===== config.mk =====
export PLATFORM = sky130hd
export DESIGN_NAME = stripe_chunk_server_mapper_unit
export DESIGN_NICKNAME = d
export VERILOG_FILES = /design/src/rtl/core/scm_pkg.sv /design/src/rtl/core/scm_front.sv /design/src/rtl/core/scm_queue.sv /design/src/rtl/core/scm_div.sv /design/src/rtl/core/scm_back.sv /design/src/rtl/core/stripe_chunk_server_mapper_unit.sv
export SDC_FILE = /design/constraint.sdc
export NUM_CORES = 2
export LEC_CHECK = 0
export ABC_CLOCK_PERIOD_IN_PS = 5780
export BUFFER_PORTS_ARGS = -buffer_cell sky130_fd_sc_hd__buf_4
export CORE_MARGIN = 4
export CORE_UTILIZATION = 40
export CTS_BUF_LIST = sky130_fd_sc_hd__clkbuf_2
export DETAILED_ROUTE_END_ITERATION = 8
export PLACE_DENSITY_LB_ADDON = 0.1
export SLEW_MARGIN = 0
export SYNTH_ARGS = -nofsm -noshare
export SYNTH_HDL_FRONTEND = slang
export SYNTH_SLANG_ARGS = --single-unit

===== constraint.sdc =====
create_clock -name clk -period 5.78 [get_ports clk]
set_clock_uncertainty 0.2 [all_clocks]
set_input_delay 0.289 -clock clk [delete_from_list [all_inputs] [get_ports clk]]
set_output_delay 0.289 -clock clk [all_outputs]
set_load 0.05 [all_outputs]

===== src/rtl/core/scm_pkg.sv =====
`timescale 1ns / 1ps
package scm_pkg;

  localparam int MAX_CHUNKS  = 64;
  localparam int OFFSET_BITS = 48;
  localparam int END_BITS    = OFFSET_BITS + 1;   // offset + count - 1
  localparam int CNT_BITS    = 32;
  localparam int CHUNK_BITS  = 25;
  localparam int STRIPE_BITS = 31;
  localparam int SCNT_BITS   = 11;
  localparam int SRV_BITS    = 10;
  localparam int MAX_SERVERS = 1024;
  localparam int CFG_BITS    = 31;
  localparam int IDX_BITS    = $clog2(MAX_CHUNKS) > 0 ? $clog2(MAX_CHUNKS) : 1;

  // serial divider
  localparam int DIV_STEPS = END_BITS;
  localparam int DCNT_BITS = $clog2(DIV_STEPS);

  // request queue
  localparam int QDEPTH = 2;
  localparam int QPTR_BITS = 1;

  // register indexes
  localparam logic [1:0] REG_CHUNK_BYTES  = 2'd0;
  localparam logic [1:0] REG_STRIPE_SIZE  = 2'd1;
  localparam logic [1:0] REG_SERVER_COUNT = 2'd2;
  localparam logic [1:0] REG_FIRST_SERVER = 2'd3;

  // result status codes
  localparam logic [1:0] ST_OK      = 2'd0;
  localparam logic [1:0] ST_BADCFG  = 2'd1;
  localparam logic [1:0] ST_EMPTY   = 2'd2;
  localparam logic [1:0] ST_TOOLONG = 2'd3;

  typedef struct packed {
    logic [CHUNK_BITS-1:0]  chunk_bytes;
    logic [STRIPE_BITS-1:0] stripe_size;
    logic [SCNT_BITS-1:0]   server_count;
    logic [SRV_BITS-1:0]    first_server;
  } cfg_t;

  typedef struct packed {
    logic [OFFSET_BITS-1:0] offset;
    logic [END_BITS-1:0]    last_byte;
    logic                   empty;
  } req_t;

  typedef struct packed {
    logic                   go;
    logic [END_BITS-1:0]    dividend;
    logic [STRIPE_BITS-1:0] divisor;
  } div_req_t;

  typedef struct packed {
    logic                   done;
    logic                   run;
    logic [END_BITS-1:0]    quot;
    logic [STRIPE_BITS-1:0] rem;
  } div_rsp_t;

  typedef enum logic [3:0] {
    S_IDLE,
    S_DIV_K,
    S_DIV_FIRST,
    S_DIV_FINAL,
    S_DIV_SQ,
    S_DIV_SRV,
    S_EMIT,
    S_ERR
  } back_state_t;

endpackage


===== src/rtl/core/scm_front.sv =====
`timescale 1ns / 1ps
module scm_front (
  input  logic                              clk,
  input  logic                              rst,
  input  logic                              start,
  output logic                              busy,
  input  logic [scm_pkg::OFFSET_BITS-1:0]   byte_offset,
  input  logic [scm_pkg::CNT_BITS-1:0]      byte_count,
  input  logic                              cfg_we,
  input  logic [1:0]                        cfg_index,
  input  logic [scm_pkg::CFG_BITS-1:0]      cfg_data,
  output scm_pkg::cfg_t                     cfg,
  input  logic                              q_full,
  output logic                              q_push,
  output scm_pkg::req_t                     q_data
);
  import scm_pkg::*;

  // configuration registers
  always_ff @(posedge clk) begin
    if (rst) begin
      cfg.chunk_bytes  <= CHUNK_BITS'(16);
      cfg.stripe_size  <= STRIPE_BITS'(32);
      cfg.server_count <= SCNT_BITS'(4);
      cfg.first_server <= '0;
    end else if (cfg_we) begin
      case (cfg_index)
        REG_CHUNK_BYTES:  cfg.chunk_bytes  <= cfg_data[CHUNK_BITS-1:0];
        REG_STRIPE_SIZE:  cfg.stripe_size  <= cfg_data[STRIPE_BITS-1:0];
        REG_SERVER_COUNT: cfg.server_count <= cfg_data[SCNT_BITS-1:0];
        REG_FIRST_SERVER: cfg.first_server <= cfg_data[SRV_BITS-1:0];
        default: ;
      endcase
    end
  end

  assign busy   = q_full;
  assign q_push = start && !q_full;

  // classify and precompute the last byte touched
  always_comb begin
    q_data.offset    = byte_offset;
    q_data.last_byte = END_BITS'(byte_offset) + END_BITS'(byte_count) - END_BITS'(1);
    q_data.empty     = (byte_count == '0);
  end

endmodule


===== src/rtl/core/scm_queue.sv =====
`timescale 1ns / 1ps
module scm_queue (
  input  logic           clk,
  input  logic           rst,
  input  logic           push,
  input  scm_pkg::req_t  din,
  input  logic           pop,
  output scm_pkg::req_t  dout,
  output logic           full,
  output logic           empty
);
  import scm_pkg::*;

  req_t                 mem [QDEPTH];
  logic [QPTR_BITS-1:0] wr_ptr;
  logic [QPTR_BITS-1:0] rd_ptr;
  logic [QPTR_BITS:0]   fill;

  assign full  = (fill == (QPTR_BITS+1)'(QDEPTH));
  assign empty = (fill == '0);
  assign dout  = mem[rd_ptr];

  always_ff @(posedge clk) begin
    if (push) begin
      mem[wr_ptr] <= din;
    end
  end

  always_ff @(posedge clk) begin
    if (rst) begin
      wr_ptr <= '0;
      rd_ptr <= '0;
      fill   <= '0;
    end else begin
      if (push) wr_ptr <= wr_ptr + QPTR_BITS'(1);
      if (pop)  rd_ptr <= rd_ptr + QPTR_BITS'(1);
      if (push && !pop)      fill <= fill + (QPTR_BITS+1)'(1);
      else if (pop && !push) fill <= fill - (QPTR_BITS+1)'(1);
    end
  end

endmodule


===== src/rtl/core/scm_div.sv =====
`timescale 1ns / 1ps
module scm_div (
  input  logic               clk,
  input  logic               rst,
  input  scm_pkg::div_req_t  req,
  output scm_pkg::div_rsp_t  rsp
);
  import scm_pkg::*;

  logic [END_BITS-1:0]    dvd;
  logic [STRIPE_BITS-1:0] rem;
  logic [STRIPE_BITS-1:0] dsr;
  logic [DCNT_BITS-1:0]   cnt;
  logic                   run;
  logic                   done;
  logic [STRIPE_BITS:0]   trial;
  logic                   fits;

  // restoring division, one quotient bit per cycle
  assign trial = {rem, dvd[END_BITS-1]};
  assign fits  = (trial >= {1'b0, dsr});

  always_ff @(posedge clk) begin
    if (rst) begin
      run  <= 1'b0;
      done <= 1'b0;
    end else begin
      done <= 1'b0;
      if (req.go && !run) begin
        run <= 1'b1;
      end else if (run && cnt == DCNT_BITS'(DIV_STEPS-1)) begin
        run  <= 1'b0;
        done <= 1'b1;
      end
    end
  end

  always_ff @(posedge clk) begin
    if (req.go && !run) begin
      dvd <= req.dividend;
      dsr <= req.divisor;
      rem <= '0;
      cnt <= '0;
    end else if (run) begin
      rem <= fits ? STRIPE_BITS'(trial - {1'b0, dsr}) : trial[STRIPE_BITS-1:0];
      dvd <= {dvd[END_BITS-2:0], fits};
      cnt <= cnt + DCNT_BITS'(1);
    end
  end

  assign rsp.done = done;
  assign rsp.run  = run;
  assign rsp.quot = dvd;
  assign rsp.rem  = rem;

endmodule


===== src/rtl/core/scm_back.sv =====
`timescale 1ns / 1ps
module scm_back (
  input  logic                             clk,
  input  logic                             rst,
  input  scm_pkg::cfg_t                    cfg,
  input  logic                             q_empty,
  input  scm_pkg::req_t                    q_data,
  output logic                             q_pop,
  output logic                             strobe,
  output logic [scm_pkg::OFFSET_BITS-1:0]  chunk_index,
  output logic [scm_pkg::SRV_BITS-1:0]     server_number,
  output logic [1:0]                       status,
  output logic                             last
);
  import scm_pkg::*;

  back_state_t state, state_next;
  div_req_t    dreq;
  div_rsp_t    drsp;

  req_t                   cur;
  logic [STRIPE_BITS-1:0] k;        // chunks per stripe unit
  logic [OFFSET_BITS-1:0] first;
  logic [END_BITS-1:0]    diff;
  logic [OFFSET_BITS-1:0] sq;
  logic [STRIPE_BITS-1:0] r;        // chunk position within its stripe unit
  logic [SRV_BITS-1:0]    srv;
  logic [OFFSET_BITS-1:0] chunk;
  logic [IDX_BITS-1:0]    idx;
  logic [1:0]             err;

  logic                   bad_cfg;
  logic                   emit_last;
  logic [SCNT_BITS-1:0]   srv_inc;

  logic                   strobe_next;
  logic [OFFSET_BITS-1:0] chunk_index_next;
  logic [SRV_BITS-1:0]    server_number_next;
  logic [1:0]             status_next;
  logic                   last_next;

  scm_div u_div (
    .clk (clk),
    .rst (rst),
    .req (dreq),
    .rsp (drsp)
  );

  assign bad_cfg = (cfg.chunk_bytes == '0) || (cfg.stripe_size == '0) ||
                   (STRIPE_BITS'(cfg.chunk_bytes) > cfg.stripe_size) ||
                   (drsp.rem != '0) || (cfg.server_count == '0) ||
                   (cfg.server_count > SCNT_BITS'(MAX_SERVERS));
  assign emit_last = (idx == diff[IDX_BITS-1:0]);
  assign srv_inc   = SCNT_BITS'(srv) + SCNT_BITS'(1);

  // next state
  always_comb begin
    state_next = state;
    case (state)
      S_IDLE:      if (!q_empty) state_next = S_DIV_K;
      S_DIV_K:     if (drsp.done) begin
        if (bad_cfg || cur.empty) state_next = S_ERR;
        else                      state_next = S_DIV_FIRST;
      end
      S_DIV_FIRST: if (drsp.done) state_next = S_DIV_FINAL;
      S_DIV_FINAL: if (drsp.done) begin
        if ((drsp.quot - END_BITS'(first)) >= END_BITS'(MAX_CHUNKS)) state_next = S_ERR;
        else                                                       state_next = S_DIV_SQ;
      end
      S_DIV_SQ:    if (drsp.done) state_next = S_DIV_SRV;
      S_DIV_SRV:   if (drsp.done) state_next = S_EMIT;
      S_EMIT:      if (emit_last) state_next = S_IDLE;
      S_ERR:       state_next = S_IDLE;
      default:     state_next = S_IDLE;
    endcase
  end

  // outputs
  always_comb begin
    q_pop              = 1'b0;
    dreq.go            = 1'b0;
    dreq.dividend      = '0;
    dreq.divisor       = '0;
    strobe_next        = 1'b0;
    chunk_index_next   = '0;
    server_number_next = '0;
    status_next        = ST_OK;
    last_next          = 1'b0;
    case (state)
      S_IDLE: q_pop = !q_empty;
      S_DIV_K: begin
        dreq.go       = !drsp.run && !drsp.done;
        dreq.dividend = END_BITS'(cfg.stripe_size);
        dreq.divisor  = STRIPE_BITS'(cfg.chunk_bytes);
      end
      S_DIV_FIRST: begin
        dreq.go       = !drsp.run && !drsp.done;
        dreq.dividend = END_BITS'(cur.offset);
        dreq.divisor  = STRIPE_BITS'(cfg.chunk_bytes);
      end
      S_DIV_FINAL: begin
        dreq.go       = !drsp.run && !drsp.done;
        dreq.dividend = cur.last_byte;
        dreq.divisor  = STRIPE_BITS'(cfg.chunk_bytes);
      end
      S_DIV_SQ: begin
        dreq.go       = !drsp.run && !drsp.done;
        dreq.dividend = END_BITS'(first);
        dreq.divisor  = k;
      end
      S_DIV_SRV: begin
        dreq.go       = !drsp.run && !drsp.done;
        dreq.dividend = END_BITS'(sq) + END_BITS'(cfg.first_server);
        dreq.divisor  = STRIPE_BITS'(cfg.server_count);
      end
      S_EMIT: begin
        strobe_next        = 1'b1;
        chunk_index_next   = chunk;
        server_number_next = (cfg.server_count == SCNT_BITS'(1)) ? cfg.first_server : srv;
        last_next          = emit_last;
      end
      S_ERR: begin
        strobe_next = 1'b1;
        status_next = err;
        last_next   = 1'b1;
      end
      default: ;
    endcase
  end

  always_ff @(posedge clk) begin
    if (rst) begin
      state  <= S_IDLE;
      strobe <= 1'b0;
    end else begin
      state  <= state_next;
      strobe <= strobe_next;
    end
  end

  always_ff @(posedge clk) begin
    chunk_index   <= chunk_index_next;
    server_number <= server_number_next;
    status        <= status_next;
    last          <= last_next;
    case (state)
      S_IDLE: if (!q_empty) cur <= q_data;
      S_DIV_K: if (drsp.done) begin
        k   <= drsp.quot[STRIPE_BITS-1:0];
        err <= bad_cfg ? ST_BADCFG : ST_EMPTY;
      end
      S_DIV_FIRST: if (drsp.done) first <= drsp.quot[OFFSET_BITS-1:0];
      S_DIV_FINAL: if (drsp.done) begin
        diff <= drsp.quot - END_BITS'(first);
        err  <= ST_TOOLONG;
      end
      S_DIV_SQ: if (drsp.done) begin
        sq <= drsp.quot[OFFSET_BITS-1:0];
        r  <= drsp.rem;
      end
      S_DIV_SRV: if (drsp.done) begin
        srv   <= drsp.rem[SRV_BITS-1:0];
        chunk <= first;
        idx   <= '0;
      end
      S_EMIT: begin
        chunk <= chunk + OFFSET_BITS'(1);
        idx   <= idx + IDX_BITS'(1);
        // step to the next server at each stripe unit boundary
        if (r + STRIPE_BITS'(1) == k) begin
          r   <= '0;
          srv <= (srv_inc == cfg.server_count) ? '0 : srv_inc[SRV_BITS-1:0];
        end else begin
          r <= r + STRIPE_BITS'(1);
        end
      end
      default: ;
    endcase
  end

endmodule


===== src/rtl/core/stripe_chunk_server_mapper_unit.sv =====
`timescale 1ns / 1ps
// Stripe chunk server mapper.
// A request (byte_offset, byte_count) is taken at a clock edge with start high
// and busy low. The block splits it into fixed-size chunks and gives one
// result per chunk, in ascending order: chunk_index and the server that holds
// it, placed round robin one stripe unit per server starting at first_server.
// Bad configuration, a zero count, or more than MAX_CHUNKS chunks give a
// single result with the matching error status instead.
// Results: strobe is high for one cycle per result; last marks the final one.
// The receiver cannot stall; results of one request come on consecutive cycles.
// Registers are written through cfg_we/cfg_index/cfg_data. The user must write
// them only while idle; the block itself does not enforce it. Each request
// takes five divisions on one shared serial divider (chunks per stripe,
// first chunk, last chunk, stripe number, server); each division loads its
// operands, makes 49 shift steps and flags done. A configuration or empty
// error is known after the first division, a too-many error after the third.
// An ok request then streams one result per cycle, and the back takes the
// next request from the queue only after the last result of the current one.
// A two-entry queue between the front and the back lets up to two requests
// wait; busy is high while it is full.
// Reset restores chunk 16, stripe 32, 4 servers, first server 0 and drops
// any queued requests.
module stripe_chunk_server_mapper_unit (
  input  logic                              clk,
  input  logic                              rst,
  input  logic                              start,
  output logic                              busy,
  input  logic [scm_pkg::OFFSET_BITS-1:0]   byte_offset,
  input  logic [scm_pkg::CNT_BITS-1:0]      byte_count,
  input  logic                              cfg_we,
  input  logic [1:0]                        cfg_index,
  input  logic [scm_pkg::CFG_BITS-1:0]      cfg_data,
  output logic                              strobe,
  output logic [scm_pkg::OFFSET_BITS-1:0]   chunk_index,
  output logic [scm_pkg::SRV_BITS-1:0]      server_number,
  output logic [1:0]                        status,
  output logic                              last
);
  import scm_pkg::*;

  cfg_t cfg;
  req_t push_data;
  req_t pop_data;
  logic push, pop, q_full, q_empty;

  // front: registers, request intake and classification
  scm_front u_front (
    .clk         (clk),
    .rst         (rst),
    .start       (start),
    .busy        (busy),
    .byte_offset (byte_offset),
    .byte_count  (byte_count),
    .cfg_we      (cfg_we),
    .cfg_index   (cfg_index),
    .cfg_data    (cfg_data),
    .cfg         (cfg),
    .q_full      (q_full),
    .q_push      (push),
    .q_data      (push_data)
  );

  // request queue decouples intake from the mapping engine
  scm_queue u_queue (
    .clk   (clk),
    .rst   (rst),
    .push  (push),
    .din   (push_data),
    .pop   (pop),
    .dout  (pop_data),
    .full  (q_full),
    .empty (q_empty)
  );

  // back: divisions, then one result per cycle
  scm_back u_back (
    .clk           (clk),
    .rst           (rst),
    .cfg           (cfg),
    .q_empty       (q_empty),
    .q_data        (pop_data),
    .q_pop         (pop),
    .strobe        (strobe),
    .chunk_index   (chunk_index),
    .server_number (server_number),
    .status        (status),
    .last          (last)
  );

endmodule


Word level (Yosys, flattened, before mapping)
Memory sizes are Yosys's and may differ from the RTL's. A register that Yosys moved wholly into a read port is not among the register bits. Index checks and enable logic that the tools add are counted.

Bits in read-only memories: 0. Output and inout bits: 63. Bits in latches: 0. Bits of input ports: 117. Memory bits (writable): 196. Memories kept: 1. Logic and storage cells: 160. Register bits: 496.

Memories: u_queue.mem (depth 2, width 98, read ports 1, clocked after Yosys merged registers in 1, wr ports 1, RTL line scm_queue.sv:14) `req_t mem [QDEPTH];`.

$mul: 0. Shift-type cells: 0. $add $sub $neg: 14. Mux-type cells: 40. Bitwise gates (word level): 1. Reduce and logical (&&, ||, !) cells: 48. Order comparisons: 4. Eq/ne operators: 24. Div/mod/pow operators: 0.

Operators with widths (number): one-hot mux 81 bit (5 select lines) (1); 2-to-1 mux 49 bit (2); one-hot mux 48 bit (2 select lines) (1); 2-to-1 mux 31 bit (3); one-hot mux 31 bit (2 select lines) (1); adder 48 x 10 -> 49 bit (1); adder 48 x 32 -> 49 bit (1); >= comparator 49 x 7 -> 1 bit (second input constant) (1); subtractor 49 x 1 -> 49 bit (second input constant) (1); subtractor 49 x 48 -> 49 bit (1); adder 48 x 1 -> 48 bit (second input constant) (1); 2-to-1 mux 48 bit (1); 2-to-1 mux 10 bit (4); >= comparator 32 x 31 -> 1 bit (1); logical NOT 32 bit (1); adder 31 x 1 -> 31 bit (second input constant) (1); equality test 31 bit (1); > comparator 25 x 31 -> 1 bit (1); logical NOT 31 bit (1); nonzero test 31 bit (1); subtractor 31 bit (1); 2-to-1 mux 4 bit (7); one-hot mux 4 bit (7 select lines) (1); logical NOT 25 bit (1); 37 further kinds (95).

Logic depth before layout (Yosys ltp)
Word-level depth: 10. Depth in mapped cells: 17. Gate-level depth less buffers: 17.

By module
From an unflattened synthesis, not the netlist that was laid out.

Cells, all modules: 3999. Area, all modules: 42519.5 um2.

By module, submodules not included: scm_back (sequential area each 11150.7 um2, cells each 2138, instances 1, area an instance 21958.6 um2); scm_queue (sequential area each 5985.7 um2, cells each 327, instances 1, area an instance 7349.5 um2); scm_front (sequential area each 1541.5 um2, cells each 969, instances 1, area an instance 6787.8 um2); scm_div (sequential area each 3183.1 um2, cells each 565, instances 1, area an instance 6423.7 um2).

Least setup slack after synthesis
No wires, ideal clock.

Kind: reg2reg. Start point: register u_queue.fill[0]. End point: memory u_queue.mem[0][0] in the netlist's numbering, enable pin. Path buffers: 0. Clock period less this slack: 5463 ps. Data required time: 5025 ps. Cell stages (with the launch flop): 4. Setup time: 555 ps. Data arrival time: 4707 ps. Setup slack: 317 ps. Path through: dfxtp_1 > nand2b_1 > nand2_1 > nor2_1.

Word-level cells in the longest chain between the ends: 5.

RTL lines: from (decl) (RTL line scm_queue.sv:17) `logic [QPTR_BITS:0] fill;`; from (signal assigned) (RTL line scm_queue.sv:37) `if (push && !pop) fill <= fill + (QPTR_BITS+1)'(1);`; from (signal assigned) (RTL line scm_queue.sv:38) `else if (pop && !push) fill <= fill - (QPTR_BITS+1)'(1);`; equality test 2 bit (RTL line scm_queue.sv:19) `assign full = (fill == (QPTR_BITS+1)'(QDEPTH));`; logical NOT 1 bit (RTL line scm_front.sv:38) `assign q_push = start && !q_full;`; logical AND 1 bit (RTL line scm_front.sv:38); 2-to-1 mux 1 bit (RTL line scm_queue.sv:24) `if (push) begin`; 2-to-1 mux 1 bit (not written as such) (RTL line scm_queue.sv:25) `mem[wr_ptr] <= din;`; to (decl) (RTL line scm_queue.sv:14).

Every way passes these cells.

==> results by group <==
Run status
  • Status: complete, no violations

Placement
  • Setup WS pre-CTS: around 1000 ps
  • HPWL after DPL: 91200 µm
  • Port Buffers: 179
  • Placer Congestion: roughly 0.92

Clocking
  • CTS sink count: 789
  • H-tree depth: 4
  • TritonCTS clock tree: built
  • Max clock buf depth: 3
  • Clock-pin slew on the worst setup and hold paths: 100 ps
  • Clock latency on the worst-skew pair: roughly 1500 ps
  • Clock buffer count from CTS: 213
  • Root Driver: clkbuf_2

Route
  • First drt pass iteration count: 5
  • Final antenna-violating net count: 0
  • Vias post-DR: between 30000 and 40000
  • Wire length per cell: between 20 and 25 µm
  • DRC Markers: 0
  • DR vias/cell: 5.31
  • Drt total wl: 132000 µm
  • Starting DRC count in detailed routing: 2500

Timing
  • Rel. slew slack: 24.1%
  • F_max: about 180 MHz
  • Setup-failing EPs final: 0
  • Worst hold slack: 276 ps
  • Max-slew violations: 0
  • Final Hold Fails: 0
  • Minimum clock period: 5600 ps
  • RSZ-0062 raised after global routing: false
  • Final setup TNS: 0 ps
  • Final WS setup: approximately 180 ps
  • Worst slew pin tran: about 1100 ps
  • Final period util: around 97%

Global route
  • Largest net degree at the start of global routing: 105
  • First-pass GRT wire length: between 150000 and 200000 µm
  • Initial antenna violation count: 5
  • Number of global-route vias before repair: approximately 32000
  • GRT Total Usage: between 20% and 30%
  • Total grt overflow: 0

Die
  • Die H: between 300 and 400 µm
  • Die X: between 300 and 400 µm
  • # rows: 118
  • Die area: around 0.11 mm²
  • Starting density of the core: a little over 40%
  • Core ar.: between 0.1 and 0.15 mm²
  • I/O pin count: 180

Worst setup path
  • Arrival time at the worst endpoint: ~6600 ps
  • CP endpoint kind: register
  • Worst flop-to-flop path endpoint: u_back.state[0]
  • Crit Path Max Fanout: 3
  • Worst reg2reg path startpoint: u_back.u_div.dvd[0]
  • Startpoint Class: input port
  • Setup CP Type: input port to register
  • Worst-case reg-to-reg path depth: 16
  • Crit path required time: around 6800 ps
  • Setup slack, reg-to-reg: around 900 ps

Logic synthesis
  • Post-synth EDFFs: about 600
  • Synth warn: 0
  • Cell area after synthesis: about 0.042 mm²
  • Seq/Total Area, Yosys: between 50% and 60%
  • Mean post-synth cell area: roughly 10 µm²
  • Asr flop ratio synth: 0%
  • Post-Synthesis Cells: between 3000 and 4000
  • Cell variety after synth: 86
  • Yosys reg bits: 789
  • Ys flop type: edfxtp_1
  • Yosys top cell area share: 43.5%
  • Top area cells in the synthesized netlist: edfxtp_1 (43%), dfxtp_1 (8.9%), ha_1 (6.0%)
  • Yosys top cell by area: edfxtp_1
  • Syn_nets: 4304

Hold path
  • HP Class: register to register
  • Hold EP: u_front.cfg[23]
  • Worst hold stages: 2
  • Hold_sp: u_front.cfg[23]

Layout
  • Commonest non-fill, non-tap cell in the layout: edfxtp_1
  • Most frequent cells in the layout: edfxtp_1 (604), nand2_1 (445), dlygate4sd3_1 (390)
  • Layout cells sized above 1: between 10% and 20%
  • Layout Nets: between 4000 and 5000
  • Area delta synth->final: 21.0%

Pwr
  • Power density cells: approximately 350 mW/mm²
  • VDD IR-drop max: between 200 and 250 µV
  • Leakage Power: approximately 20 nW

Job
  • Max Cap Viol: 0
==> per-layer routing <==
layer	vias up	track usage [%]	wire length, µm	part of all wire (%)
met1	15800	33.8	60800	46
met3	215	4.75	8670	6.6
met4	0	7.94	3570	2.7
met5	-	0	0	0
li1	15900	-	-	-
met2	1092	36.5	58500	44
==> worst max path at each step <==
stage                     cells after the start                 end  slack (ps)           startpoint
after floorplan                               3   u_queue.mem[0][0]         320      u_queue.fill[0]
after global placement                       16     u_back.state[1]        1030  u_back.u_div.dvd[0]
after detailed placement                     16     u_back.state[1]        1020  u_back.u_div.dvd[0]
after CTS                                    23  u_queue.mem[1][34]         150      byte_offset[12]
after global routing                         21  u_queue.mem[1][34]         110       byte_offset[6]
final                                        21  u_queue.mem[1][34]         180       byte_offset[6]
==> flip-flops by register name (all words and copies together), names as in the netlist, 6 cells and up <==
register,count
u_back.chunk,48
u_back.k,31
u_back.sq,48
u_back.r,31
u_back.server_number,10
u_back.cur,98
u_back.first,48
u_back.chunk_index,48
u_back.u_div.dvd,49
u_back.idx,6
u_back.srv,10
u_back.diff,6
u_back.u_div.rem,31
u_back.u_div.dsr,31
u_front.cfg,77
u_back.u_div.cnt,6
u_queue.mem,196
==> critical path, stage by stage <==
cell and delay, ps:
dlygate4sd3_1 520, dlygate4sd3_1 540, buf_4 100, dlygate4sd3_1 620, inv_1 60, ha_1 270, inv_1 40, ha_1 200
dlygate4sd3_1 570, a2111o_1 290, dlygate4sd3_1 570, o21a_1 190, o2111ai_1 240, nand2_1 200, a31oi_1 210, dlygate4sd3_1 610
nor2b_1 90, a21oi_1 160, o21ai_0 100, dlygate4sd3_1 570, xor2_1 150
==> synth_stat cells (all sizes together), types with 23 or more instances <==
| cell | n |
|---|---|
| ha | 200 |
| inv | 304 |
| mux2i | 54 |
| a21o | 64 |
| nand2 | 446 |
| and3 | 47 |
| nand4 | 63 |
| xnor2 | 129 |
| nand3 | 111 |
| nor2b | 31 |
| dfxtp | 185 |
| and2 | 66 |
| o22ai | 25 |
| nor4 | 46 |
| clkbuf | 144 |
| a21oi | 254 |
| mux2 | 118 |
| a211oi | 44 |
| a221oi | 37 |
| nand2b | 28 |
| o21ai | 244 |
| a22o | 29 |
| edfxtp | 604 |
| nor2 | 238 |
| nor3 | 45 |
| xor2 | 155 |
| buf | 23 |
| o21a | 31 |
==> logic make-up after synthesis <==
kind of cell | Yosys count | synth area share [%]
mux | 172 | 4.48
fa+ha+maj | 204 | 6.19
buf+inv | 472 | 4.31
compound gates | 872 | 13.1
simple gates | 1190 | 13.5
xor+xnor | 284 | 5.97
flops | 789 | 52.4
==> report_power, final <==
| group | switching [mW] | total (mW) | internal, mW |
|---|---|---|---|
| logic | 3.52 | 5.69 | 2.17 |
| registers | 0.742 | 8.21 | 7.47 |
| clock network | 2.44 | 4.00 | 1.56 |
| total | 6.71 | 17.9 | 11.2 |
==> per-stage QoR <==
stage	std cells	total power, mW	util (%)	area [µm²]
2_1_floorplan	3983	11.8	-	41700
3_3_place_gp	5413	13.7	43.0	44500
3_5_place_dp	5413	13.7	43.0	44500
4_1_cts	6201	18.0	48.7	50400
5_1_grt	6205	19.0	48.8	50500
6_report	6206	17.9	48.8	50500
==> layout make-up <==
type                       count  area (µm²)
clock buffer                 312        1560
timing repair buffer         610        5610
sequential                   789       21900
tap                         1380        1730
inverter                     305        1150
multi-input combinational   2722       18100
antenna                        6        15.0
fill                        9612       53000
clock inverter                82         399
==> repair_timing <==
action | in CTS | in global routing
hold buffers | 394 | 0
endpoints found under the setup margin | 0 | 6
resized for setup | 0 | 4
hold endpoints to repair | 479 | 0
setup buffers | 0 | 0
Note: power is estimated with default switching activity, not from simulation.
